$ cat config.mk
export PLATFORM = sky130hd
export DESIGN_NAME = modbus_tcp_mbap_framer_core
export DESIGN_NICKNAME = d
export VERILOG_FILES = /design/src/design/mbap_pkg.sv /design/src/design/modbus_tcp_mbap_framer_core.sv /design/src/design/mbap_proc.sv /design/src/design/mbap_emit.sv
export SDC_FILE = /design/constraint.sdc
export NUM_CORES = 1
export LEC_CHECK = 0
export ABC_AREA = 0
export BUFFER_PORTS_ARGS = -buffer_cell sky130_fd_sc_hd__buf_2
export CORE_MARGIN = 10
export CORE_UTILIZATION = 54
export CTS_BUF_LIST = sky130_fd_sc_hd__clkbuf_4
export DETAILED_ROUTE_END_ITERATION = 10
export PLACE_DENSITY = 0.76
export SETUP_SLACK_MARGIN = 0.1
export SLEW_MARGIN = 15
export SYNTH_ARGS = -nofsm -noshare
export SYNTH_HDL_FRONTEND = slang
export SYNTH_HIERARCHICAL = 1
export SYNTH_SLANG_ARGS = --single-unit
$ cat constraint.sdc
create_clock -name clk -period 12.3 [get_ports clk]
set_input_delay 0 -clock clk [delete_from_list [all_inputs] [get_ports clk]]
set_output_delay 0 -clock clk [all_outputs]
set_load 0.005 [all_outputs]
$ cat src/design/mbap_pkg.sv
// Package for the Modbus TCP MBAP framer: command, kind and status codes,
// limits, and the transaction and descriptor structs shared by all modules.
// No dependencies.
`default_nettype none

package mbap_pkg;

  // Command codes carried in the input transaction.
  localparam logic [1:0] CMD_START_TX = 2'd0;
  localparam logic [1:0] CMD_TX_BYTE  = 2'd1;
  localparam logic [1:0] CMD_RX_BYTE  = 2'd2;
  localparam logic [1:0] CMD_UNUSED   = 2'd3;

  // Result kinds.
  localparam logic [1:0] KIND_TX        = 2'd0;
  localparam logic [1:0] KIND_RX_PDU    = 2'd1;
  localparam logic [1:0] KIND_RX_STATUS = 2'd2;

  // Result status codes.
  localparam logic [1:0] ST_NONE     = 2'd0;
  localparam logic [1:0] ST_COMPLETE = 2'd1;
  localparam logic [1:0] ST_INVALID  = 2'd2;
  localparam logic [1:0] ST_REJECT   = 2'd3;

  // Configuration register indexes.
  localparam int CFG_INDEX_W = 1;
  localparam int CFG_DATA_W  = 16;
  localparam logic [CFG_INDEX_W-1:0] REG_UNIT_ID     = 1'b0;
  localparam logic [CFG_INDEX_W-1:0] REG_PROTOCOL_ID = 1'b1;

  // Framing limits.
  localparam int HDR_SIZE = 7;
  localparam int MAX_PDU  = 253;
  localparam int MAX_LEN  = 254;
  localparam int MIN_LEN  = 2;

  typedef struct packed {
    logic [1:0] cmd;
    logic [7:0] data_byte;
    logic [9:0] pdu_length;
  } in_item_t;

  typedef struct packed {
    logic [1:0]  kind;
    logic [7:0]  out_byte;
    logic [1:0]  status;
    logic [15:0] frame_tid;
    logic        last;
  } out_item_t;

  // Results caused by one input transaction; count is zero, one or seven.
  typedef struct packed {
    logic [2:0]            count;
    logic [1:0]            kind;
    logic [1:0]            status;
    logic [15:0]           frame_tid;
    logic [6:0][7:0]       bytes;
  } desc_t;

endpackage

`default_nettype wire

$ cat src/design/modbus_tcp_mbap_framer_core.sv
// Top level of the Modbus TCP MBAP framer core.
// Depends on mbap_pkg, mbap_proc and mbap_emit.
//
// Usage:
//   Input channel (in_valid/in_ready/in_data) takes one command per
//   transaction: start transmit, transmit PDU byte, or received link byte.
//   Output channel (out_valid/out_ready/out_data) gives the results; the
//   last flag marks the final result of each input transaction.
//   Configuration writes (cfg_wen, cfg_index, cfg_data) set the unit ID
//   (index 0) and protocol ID (index 1); write them only while idle.
// Timing:
//   A transaction is decoded in the cycle it is accepted and its first
//   result appears on the next cycle. Byte commands give at most one result,
//   so a new transaction is taken every cycle while out_ready is high. A
//   start transmit gives seven header bytes, or one reject, from the result
//   register, one per cycle; the next transaction enters as the last leaves.
// Reset and stall:
//   Synchronous reset clears the framing state, the transaction counter and
//   the registers; the output is empty after reset. While out_ready is low
//   the result holds and in_ready falls once the result register is full.
`default_nettype none

module modbus_tcp_mbap_framer_core (
  input  wire logic                              clk,
  input  wire logic                              rst,
  input  wire logic                              in_valid,
  output logic                                   in_ready,
  input  wire mbap_pkg::in_item_t                in_data,
  output logic                                   out_valid,
  input  wire logic                              out_ready,
  output mbap_pkg::out_item_t                    out_data,
  input  wire logic                              cfg_wen,
  input  wire logic [mbap_pkg::CFG_INDEX_W-1:0]  cfg_index,
  input  wire logic [mbap_pkg::CFG_DATA_W-1:0]   cfg_data
);

  logic            accept;
  logic            load_ok;
  mbap_pkg::desc_t desc;

  assign in_ready = load_ok;
  assign accept   = in_valid && in_ready;

  // Decode and framing state.
  mbap_proc u_proc (
    .clk       (clk),
    .rst       (rst),
    .accept    (accept),
    .item      (in_data),
    .cfg_wen   (cfg_wen),
    .cfg_index (cfg_index),
    .cfg_data  (cfg_data),
    .desc      (desc)
  );

  // Result register and sequencing.
  mbap_emit u_emit (
    .clk       (clk),
    .rst       (rst),
    .load      (accept && (desc.count != 3'd0)),
    .desc      (desc),
    .load_ok   (load_ok),
    .out_valid (out_valid),
    .out_ready (out_ready),
    .out_data  (out_data)
  );

endmodule

`default_nettype wire

$ cat src/design/mbap_proc.sv
// Framer state and per-transaction decode: configuration registers, transmit
// counter, receive header window and payload tracking. Uses mbap_pkg.
`default_nettype none

module mbap_proc (
  input  wire logic                              clk,
  input  wire logic                              rst,
  input  wire logic                              accept,
  input  wire mbap_pkg::in_item_t                item,
  input  wire logic                              cfg_wen,
  input  wire logic [mbap_pkg::CFG_INDEX_W-1:0]  cfg_index,
  input  wire logic [mbap_pkg::CFG_DATA_W-1:0]   cfg_data,
  output mbap_pkg::desc_t                        desc
);

  logic [7:0]  unit_id;
  logic [15:0] protocol_id;
  logic [2:0]  window_fill;
  logic [7:0]  payload_left;
  logic [15:0] rx_tid;
  logic [7:0]  rx_unit;
  logic [15:0] next_tid;
  logic [15:0] expected_tid;
  logic        expect_valid;
  // The seventh header byte is never stored: it is the byte being received.
  logic [7:0]  hdr_win [6];

  logic [2:0]  window_fill_next;
  logic [7:0]  payload_left_next;
  logic [15:0] rx_tid_next;
  logic [7:0]  rx_unit_next;
  logic [15:0] next_tid_next;
  logic [15:0] expected_tid_next;
  logic        expect_valid_next;

  logic [2:0]  fill_eff;
  logic        win_full;
  logic [15:0] hdr_tid;
  logic [15:0] hdr_proto;
  logic [15:0] hdr_len;
  logic        hdr_good;
  logic [7:0]  pl_dec;
  logic [15:0] tx_len;
  logic        win_write;
  logic        win_shift;

  // Header fields seen in the window once the current byte completes it.
  assign fill_eff  = (window_fill >= 3'(mbap_pkg::HDR_SIZE)) ?
                     3'(mbap_pkg::HDR_SIZE - 1) : window_fill;
  assign win_full  = (fill_eff == 3'(mbap_pkg::HDR_SIZE - 1));
  assign hdr_tid   = {hdr_win[0], hdr_win[1]};
  assign hdr_proto = {hdr_win[2], hdr_win[3]};
  assign hdr_len   = {hdr_win[4], hdr_win[5]};
  assign hdr_good  = (hdr_proto == protocol_id) &&
                     (hdr_len >= 16'(mbap_pkg::MIN_LEN)) &&
                     (hdr_len <= 16'(mbap_pkg::MAX_LEN));
  assign pl_dec    = payload_left - 8'd1;
  assign tx_len    = 16'(item.pdu_length) + 16'd1;

  // Next state and result descriptor for the transaction on the input.
  always_comb begin
    window_fill_next  = window_fill;
    payload_left_next = payload_left;
    rx_tid_next       = rx_tid;
    rx_unit_next      = rx_unit;
    next_tid_next     = next_tid;
    expected_tid_next = expected_tid;
    expect_valid_next = expect_valid;
    win_write         = 1'b0;
    win_shift         = 1'b0;
    desc              = '0;
    desc.bytes[0]     = item.data_byte;

    case (item.cmd)
      mbap_pkg::CMD_START_TX: begin
        expect_valid_next = 1'b0;
        desc.kind = mbap_pkg::KIND_TX;
        if (item.pdu_length > 10'(mbap_pkg::MAX_PDU)) begin
          desc.count    = 3'd1;
          desc.status   = mbap_pkg::ST_REJECT;
          desc.bytes[0] = 8'h00;
        end else begin
          expected_tid_next = next_tid;
          next_tid_next     = next_tid + 16'd1;
          expect_valid_next = 1'b1;
          desc.count    = 3'(mbap_pkg::HDR_SIZE);
          desc.bytes[0] = next_tid[15:8];
          desc.bytes[1] = next_tid[7:0];
          desc.bytes[2] = protocol_id[15:8];
          desc.bytes[3] = protocol_id[7:0];
          desc.bytes[4] = tx_len[15:8];
          desc.bytes[5] = tx_len[7:0];
          desc.bytes[6] = unit_id;
        end
      end
      mbap_pkg::CMD_TX_BYTE: begin
        desc.count = 3'd1;
        desc.kind  = mbap_pkg::KIND_TX;
      end
      mbap_pkg::CMD_RX_BYTE: begin
        if (payload_left != 8'd0) begin
          // Inside a frame: forward the payload byte.
          payload_left_next = pl_dec;
          desc.count = 3'd1;
          desc.kind  = mbap_pkg::KIND_RX_PDU;
          if (pl_dec == 8'd0) begin
            desc.frame_tid = rx_tid;
            if (expect_valid && (rx_tid == expected_tid) && (rx_unit == unit_id)) begin
              desc.status       = mbap_pkg::ST_COMPLETE;
              expect_valid_next = 1'b0;
            end else begin
              desc.status = mbap_pkg::ST_INVALID;
            end
          end
        end else if (!win_full) begin
          // Header still filling.
          win_write        = 1'b1;
          window_fill_next = fill_eff + 3'd1;
        end else if (hdr_good) begin
          rx_tid_next       = hdr_tid;
          rx_unit_next      = item.data_byte;
          payload_left_next = 8'(hdr_len - 16'd1);
          window_fill_next  = 3'd0;
        end else begin
          // Bad header: drop the oldest byte and recheck on the next one.
          win_shift        = 1'b1;
          window_fill_next = 3'(mbap_pkg::HDR_SIZE - 1);
          desc.count       = 3'd1;
          desc.kind        = mbap_pkg::KIND_RX_STATUS;
          desc.status      = mbap_pkg::ST_INVALID;
          desc.frame_tid   = hdr_tid;
          desc.bytes[0]    = 8'h00;
        end
      end
      default: begin
      end
    endcase
  end

  // Control state, updated on each accepted transaction.
  always_ff @(posedge clk) begin
    if (rst) begin
      window_fill  <= '0;
      payload_left <= '0;
      rx_tid       <= '0;
      rx_unit      <= '0;
      next_tid     <= '0;
      expected_tid <= '0;
      expect_valid <= 1'b0;
    end else if (accept) begin
      window_fill  <= window_fill_next;
      payload_left <= payload_left_next;
      rx_tid       <= rx_tid_next;
      rx_unit      <= rx_unit_next;
      next_tid     <= next_tid_next;
      expected_tid <= expected_tid_next;
      expect_valid <= expect_valid_next;
    end
  end

  // Configuration registers.
  always_ff @(posedge clk) begin
    if (rst) begin
      unit_id     <= '0;
      protocol_id <= '0;
    end else if (cfg_wen) begin
      unique case (cfg_index)
        mbap_pkg::REG_UNIT_ID:     unit_id     <= cfg_data[7:0];
        mbap_pkg::REG_PROTOCOL_ID: protocol_id <= cfg_data[15:0];
        default: begin
        end
      endcase
    end
  end

  // Header window: filled in order, shifted down after a bad header.
  always_ff @(posedge clk) begin
    if (accept && win_write) begin
      hdr_win[fill_eff] <= item.data_byte;
    end else if (accept && win_shift) begin
      for (int i = 0; i < 5; i++) begin
        hdr_win[i] <= hdr_win[i+1];
      end
      hdr_win[5] <= item.data_byte;
    end
  end

endmodule

`default_nettype wire

$ cat src/design/mbap_emit.sv
// Result register for the framer: holds the descriptor of one transaction
// and hands out its results one per cycle while out_ready is high. Uses mbap_pkg.
`default_nettype none

module mbap_emit (
  input  wire logic                clk,
  input  wire logic                rst,
  input  wire logic                load,
  input  wire mbap_pkg::desc_t     desc,
  output logic                     load_ok,
  output logic                     out_valid,
  input  wire logic                out_ready,
  output mbap_pkg::out_item_t      out_data
);

  logic [2:0]      remaining;
  logic [1:0]      kind;
  logic [1:0]      status;
  logic [15:0]     frame_tid;
  logic [6:0][7:0] bytes;
  logic            last;
  logic            out_take;

  assign last     = (remaining == 3'd1);
  assign out_take = out_valid && out_ready;
  // A new descriptor may enter when empty or as the final result leaves.
  assign load_ok  = !out_valid || (out_ready && last);

  assign out_data.kind      = kind;
  assign out_data.out_byte  = bytes[0];
  assign out_data.status    = status;
  assign out_data.frame_tid = frame_tid;
  assign out_data.last      = last;

  // Control: occupancy and remaining result count.
  always_ff @(posedge clk) begin
    if (rst) begin
      out_valid <= 1'b0;
      remaining <= '0;
    end else if (load) begin
      out_valid <= 1'b1;
      remaining <= desc.count;
    end else if (out_take) begin
      out_valid <= !last;
      remaining <= remaining - 3'd1;
    end
  end

  // Payload: byte lane shifts down after each delivered result.
  always_ff @(posedge clk) begin
    if (load) begin
      kind      <= desc.kind;
      status    <= desc.status;
      frame_tid <= desc.frame_tid;
      bytes     <= desc.bytes;
    end else if (out_take) begin
      bytes <= {8'h00, bytes[6:1]};
    end
  end

endmodule

`default_nettype wire

==> reports/results.ini, run 1 <==
[routing]
drt_iter0_markers = 607
routed_wirelength_mm = 25.2
drc = 0
vias = 7464
ant_nets = 0
wire_per_inst_um = 18.7
drt_pre_antenna_iters = 5
via_per_inst = 5.55

[worst_setup_path]
critPathArrivalTime_ns = 4.62
ff2ff_path_depth = 10
crit_path_end_kind = flip-flop
cp-startpoint = u_proc/hdr_win[5][3]
start_kind = flip-flop
rr_startpoint = u_proc/hdr_win[5][3]
path_class = flip-flop to flip-flop
critPathRequiredTime_ns = 12.58
cp_max_fo = 79

[sta]
tightest_slew_ns = 1.04
finalWorstSetupSlack_ns = 7.96
hold_viol = 0
fmax_mhz = 230
rsz0062_at_grt = false
clock_skew_ns = 0.0329
final_max_slew_viol_count = 0
fin_crit_sh = 0.353
relSlewSlack = 0.309
setup_viol = 0
worst_hold_slack_ns = 0.0926
finalSetupTns_ns = 0
period_needed_ns = 4.34

[clock_network]
clkTransAtPathRegs_ns = 0.07
cts-root-buf = clkbuf_4
cts_tree = built
cts_setup_buffers = 0
h-tree-depth = 2
clock_sinks = 220
cts_buffer_depth = 3
cts_buffers = 55
clock_latency_ns = 0.67

[min_path]
worstHoldPathCells = 4
hold_class = primary input to flip-flop
min_from = in_valid

[floorplan]
die_height_um = 159
fp.dieArea_mm2 = 0.0253
die_width_um = 159
start_util = 0.553
ios = 73
core-area_mm2 = 0.0189
num_rows = 50

[global_route]
grt_pass1_vias = 7401
busiest_layer = met2
grt_overflow_total = 0
grt_pass1_wl_mm = 39.6
gr-usage-all-layers = 0.193
grtUsageMet1 = 0.246
grt_max_degree = 80
use_met3 = 0.0423
use_met2 = 0.308
antenna_found_initial = 1

[pwr]
peakVddDrop_v = 0.0000683
powerDensity_mw_per_mm2 = 129
leakage_nw = 4.80

[run_status]
status = complete, no violations

[placement]
placedCellCount = 1194
dp_hpwl_mm = 16.9
gp_congestion = 0.882
io_buffers = 72
dp_slack_ns = 8.00

[synth]
synthTopCellsByCount = edfxtp_1 (124), dfxtp_1 (96), nor2_1 (89), nand2_1 (58), mux2i_1 (52)
synth_area_mm2 = 0.0104
avgSynthCellArea_um2 = 11.4
yosysMostFrequentCell = edfxtp_1
async_reset_ff_frac = 0
synth.top_cell.area_share = 0.357
ys_ff_latch = 220
syn_inst = 915
synth_edf_count = 124
ys_types = 62
ys.flop_type = edfxtp_1
synth_area_leaders = edfxtp_1 (36%), dfxtp_1 (18%), mux2i_1 (5.0%)
synth_top_area_cell = edfxtp_1
ys_seq_area_frac = 0.541
synth_warnings = 6

[layout]
final_layout_size_suffix_gt1_frac = 0.234
final_cells = 1346
layout.nets = 1094
area_growth_pct = 15.4

[job]
drv_cap = 0

-- critical path: stages (launching register included) --
cell and delay (ns):
edfxtp_1 0.46, or3_1 0.42, nor3_1 0.28, a21oi_1 0.20
a21oi_1 0.39, o21ai_0 0.13, nand2_1 0.18, o311a_4 0.88
inv_2 0.17, nand2_2 0.27, buf_4 0.54
-- power by group --
group	internal [W]	switching (W)
clock network	0.000316	0.000289
registers	0.000814	0.0000126
logic	0.0000602	0.0000683
-- per-stage QoR --
step | instance area (µm²) | total power (W) | util
3_5_place_dp | 10800 | 0.000957 | 0.574
5_1_grt | 12100 | 0.00163 | 0.638
4_1_cts | 12000 | 0.00157 | 0.638
3_3_place_gp | 10800 | 0.000954 | 0.573
6_report | 12100 | 0.00156 | 0.638
2_1_floorplan | 10500 | 0.000922 | -
-- registers in the layout, summed over array words and instances, names as in the netlist --
signal	cells
u_emit/out_valid	1
u_proc/unit_id	8
u_emit/remaining	3
u_proc/rx_unit	8
u_emit/status	2
u_proc/expected_tid	16
u_proc/hdr_win	48
u_emit/out_data	8
u_proc/payload_left	8
u_proc/expect_valid	1
u_proc/protocol_id	16
u_emit/frame_tid	16
u_proc/next_tid	16
u_emit/kind	2
u_emit/bytes	48
u_proc/window_fill	3
u_proc/rx_tid	16
-- area by class of cell --
class | count | area [µm²]
inverters | 14 | 52.6
clock inverters | 16 | 67.6
clock buffers | 85 | 638
fillers | 1547 | 6840
repair buffers | 130 | 921
multi-input cells | 620 | 4400
flip-flops and latches | 220 | 5650
diodes | 1 | 2.50
well taps | 260 | 325
-- cell usage in the layout (no fill, tap or decap), drive strengths merged, types with 3 or more instances in the layout --
cell type / n
and3: 10
nor4: 14
dfxtp: 96
xor2: 38
nand2: 58
a211oi: 7
o21ai: 9
nor3: 14
ha: 11
clkbuf: 85
conb: 7
nor2b: 11
xnor2: 28
or3b: 3
mux2i: 52
edfxtp: 124
and2: 48
dlygate4sd3: 50
clkinv: 15
inv: 15
a21o: 41
a22o: 24
nand4: 14
or3: 7
a21oi: 41
mux2: 48
buf: 80
nor2: 89
nand3: 15
-- what timing repair did --
item	CTS	global route
hold buffers	50	0
gates resized for setup	0	0
hold endpoints to repair	103	0
-- cells by family after synthesis --
family                     after synthesis  synth area share
other                                    1          0.000359
buffers and inverters                   81            0.0435
muxes                                  100             0.105
DFF                                    220             0.541
adders and majority gates               11            0.0132
xor gates and xnor gates                66            0.0554
AOI/OAI and AO/OA                      145            0.0993
and+or+nand+nor                        291             0.142
-- final timing paths --
check | to | slack [ns]
worst max-delay path | u_emit/bytes[24] | 7.96
worst min-delay path | u_proc/expect_valid | 0.09
worst max register to register | u_emit/bytes[24] | 7.96
worst min register to register | u_proc/protocol_id[13] | 0.50
-- metal layers --
layer  part of all wire  routed length [µm]
met1               0.43               10900
met2               0.47               11900
met3              0.066                1650
met4              0.029                 731
met5                  0                   0
Power figures use the tool's default switching activity.
==> run 2: changes to the inputs <==
clock period = 4.3 ns   (was 12.3 ns; I/O delays follow)
==> run 2 against run 1 <==
Against the previous run: final area rose by 1.6%; non-clock buffer count rose by 17; register-to-register slack worse by 7.3 ns; fmax up 19%; critical endpoint is now u_emit/bytes[32]; sequential cell count stayed put; highest routed layer unchanged; total power grew to 2.9 times the previous value; clock skew down 0.0059 ns; critical path type unchanged.
==> reports/results.ini, run 2 (synthesis gave the netlist of run 1 again) <==
[run_status]
status = complete, no violations

[layout]
postLayoutCoreUtil = 0.648  ; +0.0103
final_cells = 1358  ; +0.89%
layout.nets = 1109  ; +1.4%
final_common_cell = edfxtp_1
largestRegisters = u_emit/bytes x48, u_proc/hdr_win x48
area_growth_pct = 17.3
fill_cells = 1489  ; -3.7%
final_cell_mix = edfxtp_1 (124), dfxtp_1 (96), nor2_1 (89), clkbuf_4 (87), buf_2 (72)
multi_input_area_mm2 = 0.00439  ; -0.23%
regArea_mm2 = 0.00565  ; unchanged
final_layout_size_suffix_gt1_frac = 0.232  ; -0.00165

[worst_setup_path]
crit_path_end_kind = flip-flop
critPathRequiredTime_ns = 4.63  ; -7.95 ns
cp-startpoint = u_proc/hdr_win[5][2]
ff2ff_path_depth = 10  ; unchanged
start_kind = flip-flop
endpoint = u_emit/bytes[32]
critPathArrivalTime_ns = 3.99  ; -0.63 ns
r2r_slack_ns = 0.64  ; -7.32 ns
path_class = flip-flop to flip-flop
rr_startpoint = u_proc/hdr_win[5][2]
cp_max_fo = 45  ; -43%
reg2reg_to = u_emit/bytes[32]

[routing]
vias = 7538  ; +0.99%
drt_pre_antenna_iters = 4  ; -1
via_per_inst = 5.55  ; about the same
wire_per_inst_um = 19.2  ; +2.8%
ant_nets = 0  ; unchanged
routed_wirelength_mm = 26.1  ; +3.7%
drt_iter0_markers = 663  ; +9.2%
drc = 0  ; unchanged

[sta]
setup_viol = 0  ; unchanged
finalSetupTns_ns = 0  ; unchanged
period_needed_ns = 3.66  ; -0.683 ns
worst_hold_slack_ns = 0.0811  ; -0.0116 ns
hold_viol = 0  ; unchanged
tightest_slew_ns = 0.977  ; -0.0596 ns
relSlewSlack = 0.346  ; +0.0373
clock_skew_ns = 0.0270  ; -0.00595 ns
final_max_slew_viol_count = 0  ; unchanged
finalWorstSetupSlack_ns = 0.639  ; -7.32 ns
rsz0062_at_grt = false
fin_crit_sh = 0.851  ; +0.498
fmax_mhz = 273  ; +19%

[floorplan]
start_util = 0.553  ; unchanged
die_width_um = 159  ; unchanged
ios = 73  ; unchanged
num_rows = 50  ; unchanged
die_height_um = 159  ; unchanged
core-area_mm2 = 0.0189  ; unchanged
fp.dieArea_mm2 = 0.0253  ; unchanged

[global_route]
grt_pass1_vias = 7495  ; +1.3%
gr-usage-all-layers = 0.201  ; +0.00819
grt_overflow_total = 0  ; unchanged
antenna_found_initial = 1  ; unchanged
grt_pass1_wl_mm = 41.1  ; +3.9%
grt_max_degree = 68  ; -15%

[clock_network]
clock_latency_ns = 0.66  ; about the same
cts_hold_buf = 62  ; +24%
cts_buffer_depth = 3  ; unchanged
cts_tree = built
cts_buffers = 53  ; -3.6%
clock_sinks = 220  ; unchanged
cts_setup_buffers = 0  ; unchanged
cts-resized-gates = 0  ; unchanged
h-tree-depth = 2  ; unchanged
cts-root-buf = clkbuf_4
clkTransAtPathRegs_ns = 0.07  ; about the same

[pwr]
peakVddDrop_v = 0.000262  ; +280%
powerDensity_mw_per_mm2 = 374  ; +190%
leakage_nw = 4.89  ; +2.0%

[job]
drv_cap = 0  ; unchanged

[placement]
gp_congestion = 0.905  ; +2.6%
io_buffers = 72  ; unchanged
dp_hpwl_mm = 17.1  ; +0.88%
dp_slack_ns = 0.663  ; -7.34 ns
placedCellCount = 1199  ; +0.42%

[min_path]
hold_class = primary input to flip-flop

[run 2: cell count changes in the layout (fill, tap and decap cells not counted), moves of 3 or more]
cell / change
buf_4: +4
clkinv_1: -3
clkinv_2: -6
dlygate4sd3_1: +12
[run 2: worst min-delay path by stage]
stage | startpoint | endpoint | cells past startpoint
2_1_floorplan | rst | u_emit/out_valid | 1
3_3_place_gp | cfg_data[8] | u_proc/protocol_id[8] | 3
3_5_place_dp | cfg_data[9] | u_proc/protocol_id[9] | 3
4_1_cts | in_valid | u_proc/expect_valid | 4
5_1_grt | in_valid | u_emit/out_valid | 4
6_report | in_valid | u_proc/expect_valid | 4
[run 2: worst max-delay path, cell delays in order, from the launching register on]
cell and delay, ns:
edfxtp_1 0.49, or3_1 0.39, nor3_1 0.27, a21oi_1 0.20, a21oi_1 0.20, o21ai_0 0.19
nand2_1 0.18, o311a_4 0.57, inv_2 0.14, nand2_2 0.37, buf_12 0.29
[run 2: cell type report]
cell class                 count  area share
antenna                        1    0.000204
clock buffer                  87      0.0533
clock inverter                 9     0.00705
inverter                      14     0.00429
multi-input combinational    620       0.358
sequential                   220       0.461
tap                          260      0.0266
timing repair buffer         147      0.0891
[run 2: metal layers]
metal  wire, µm  up-vias  part of all wire  global-route usage
met3       1710       37             0.065              0.0498
met4        621        0             0.024              0.0674
li1           -     3578                 -                   -
met2      12600      279              0.48               0.327
met1      11300     3644              0.43               0.257
met5          0        -                 0                   0
[run 2: power breakdown]
| part | internal [W] | switching, W | leakage, nW |
|---|---|---|---|
| logic | 0.000181 | 0.000199 | 2.50 |
| registers | 0.00233 | 0.0000391 | 1.94 |
| clock network | 0.00103 | 0.000806 | 0.442 |
| total | 0.00354 | 0.00104 | 4.89 |
[run 2: metrics by stage]
step / area, µm² / total power, W
final: 12200 / 0.00458
after global routing: 12200 / 0.00477
after CTS: 12200 / 0.00461
after detailed placement: 10900 / 0.00274
after global placement: 10900 / 0.00273
after floorplan: 10500 / 0.00264
==> run 3: changes to the inputs <==
RECOVER_POWER = 50   (was not set)
==> run 3 against run 2 <==
Against the previous run: utilization shrank 0.57 points; global-route usage is the same; clock power is essentially flat; routed wire length is essentially flat; fmax shrank 3.3%; critical path type unchanged; largest cell class unchanged; the run now ends with max-capacitance violations, max-slew violations left.
==> reports/results.ini, run 3 (synthesis gave the netlist of run 1 again) <==
[run_status]
status = finished with violations
violations = max-capacitance violations, max-slew violations

[pwr]
pwr-share-comb = 0.081  ; -0.002
leakage_nw = 4.72  ; -3.5%
power.total_w = 0.00457  ; -0.12%
switching_share = 0.229  ; +0.00115
switching_power_w = 0.00105  ; +0.38%
peakVddDrop_v = 0.000260  ; -0.59%
pwr-share-seq = 0.517  ; about the same
powerDensity_mw_per_mm2 = 377  ; +0.76%
p_int_w = 0.00353  ; -0.27%
p_clk_frac = 0.402  ; +0.002

[sta]
period_needed_ns = 3.79  ; +0.125 ns
final_max_slew_viol_count = 117  ; +117
fmax_mhz = 264  ; -3.3%
setup_viol = 0  ; unchanged
rsz0062_at_grt = false
finalWorstSetupSlack_ns = 0.514  ; -0.125 ns
relSlewSlack = -1.08  ; -1.42
clock_skew_ns = 0.0341  ; +0.00716 ns
fin_crit_sh = 0.880  ; +0.0291
hold_viol = 0  ; unchanged
worst_hold_slack_ns = 0.113  ; +0.0322 ns
finalSetupTns_ns = 0  ; unchanged
tightest_slew_ns = 3.12  ; +2.14 ns

[placement]
io_buffers = 72  ; unchanged
dp_slack_ns = 0.663  ; unchanged
placedCellCount = 1199  ; unchanged
gp_congestion = 0.905  ; unchanged
dp_hpwl_mm = 17.1  ; unchanged

[floorplan]
num_rows = 50  ; unchanged
die_width_um = 159  ; unchanged
ios = 73  ; unchanged
core-area_mm2 = 0.0189  ; unchanged
fp.dieArea_mm2 = 0.0253  ; unchanged
die_height_um = 159  ; unchanged
start_util = 0.553  ; unchanged

[worst_setup_path]
crit_path_end_kind = flip-flop
critPathRequiredTime_ns = 4.68  ; +0.05 ns
cp_max_fo = 45  ; unchanged
reg2reg_to = u_emit/bytes[19]
rr_startpoint = u_proc/hdr_win[4][6]
critPathArrivalTime_ns = 4.17  ; +0.18 ns
path_class = flip-flop to flip-flop
r2r_slack_ns = 0.51  ; -0.13 ns
ff2ff_path_depth = 11  ; +1
start_kind = flip-flop

[min_path]
holdPathEnd = u_emit/out_valid
min_from = in_valid
hold_class = primary input to flip-flop
worstHoldPathCells = 4  ; unchanged

[clock_network]
cts_setup_buffers = 0  ; unchanged
clock_sinks = 220  ; unchanged
cts-root-buf = clkbuf_4
cts-resized-gates = 0  ; unchanged
cts_hold_buf = 62  ; unchanged
clkTransAtPathRegs_ns = 0.06  ; about the same
h-tree-depth = 2  ; unchanged
cts_buffer_depth = 3  ; unchanged
cts_buffers = 53  ; unchanged
clock_latency_ns = 0.66  ; about the same
cts_tree = built

[layout]
final_common_cell = edfxtp_1
final_layout_size_suffix_gt1_frac = 0.186  ; -0.0465
multi_input_area_mm2 = 0.00436  ; -0.66%
largestRegisters = u_emit/bytes x48, u_proc/hdr_win x48
fill_cells = 1521  ; +2.1%
regArea_mm2 = 0.00565  ; unchanged
final_cell_mix = edfxtp_1 (124), dfxtp_1 (96), nor2_1 (89), clkbuf_4 (87), dlygate4sd3_1 (62)
area_growth_pct = 16.2
final_cells = 1358  ; unchanged
layout.nets = 1109  ; unchanged

[global_route]
grt_overflow_total = 0  ; unchanged
grt_pass1_vias = 7495  ; unchanged
grt_pass1_wl_mm = 41.1  ; unchanged
antenna_found_initial = 1  ; unchanged
grt_max_degree = 68  ; unchanged
gr-usage-all-layers = 0.201  ; unchanged

[routing]
drt_pre_antenna_iters = 5  ; +1
wire_per_inst_um = 19.2  ; about the same
ant_nets = 0  ; unchanged
drt_iter0_markers = 639  ; -3.6%
routed_wirelength_mm = 26.1  ; about the same
vias = 7576  ; +0.50%
drc = 0  ; unchanged
via_per_inst = 5.58  ; +0.50%

[job]
drv_cap = 2  ; +2

run 3: cell count changes in the layout (fill, tap and decap cells not counted), moves of 3 or more:
cell and change:
buf_2 -37, buf_4 -9, mux2_1 +3, mux2_4 -3, and2_1 -5, and2_0 +5
clkbuf_1 +45
run 3: critical path, cell delays in order, from the launching register on:
cell,delay [ns]
edfxtp_1,0.39
nor4_1,0.42
o211ai_1,0.17
nor4_1,0.30
clkbuf_1,0.23
a21oi_1,0.11
o21ai_0,0.37
nand2_1,0.17
o311a_4,0.56
inv_2,0.19
nand2_2,0.27
buf_12,0.30
run 3: power groups by stage:
stage          Sequential (W)  Combinational (W)  Clock [W]
4_1_cts               0.00237           0.000373    0.00188
3_5_place_dp          0.00241           0.000329          0
2_1_floorplan         0.00240           0.000238          0
6_report              0.00237           0.000370    0.00184
5_1_grt               0.00237           0.000403    0.00199
3_3_place_gp          0.00241           0.000325          0
run 3: metrics by stage:
stage	utilization	instance area, µm²
2_1_floorplan	-	10500
3_3_place_gp	0.576	10900
3_5_place_dp	0.576	10900
4_1_cts	0.648	12200
5_1_grt	0.642	12100
6_report	0.642	12100
run 3: how the worst max path moves through the flow:
stage | startpoint | end | slack, ns | cells past startpoint
finish | u_proc/hdr_win[4][6] | u_emit/bytes[19] | 0.51 | 11
global route | u_proc/hdr_win[4][6] | u_emit/bytes[53] | 0.19 | 11
CTS | u_proc/hdr_win[5][2] | u_emit/out_data[25] | 0.64 | 9
detailed placement | u_proc/hdr_win[4][6] | u_emit/bytes[50] | 0.66 | 11
global placement | u_proc/hdr_win[5][4] | u_emit/out_data[21] | 0.72 | 9
floorplan | u_proc/hdr_win[5][4] | u_emit/bytes[10] | 0.55 | 11
run 3: area by class of cell:
type,instances,share of cell area
clock buffers,87,0.0538
flip-flops and latches,220,0.465
clock inverters,9,0.00711
inverters,14,0.00433
diodes,1,0.000206
repair buffers,147,0.0834
well taps,260,0.0268
multi-input cells,620,0.359
run 3: routing by layer:
metal / share of wire / track usage / routed length (µm)
met1: 0.43 / 0.257 / 11200
met2: 0.48 / 0.327 / 12600
met3: 0.067 / 0.0498 / 1750
met4: 0.024 / 0.0674 / 627
met5: 0 / 0 / 0
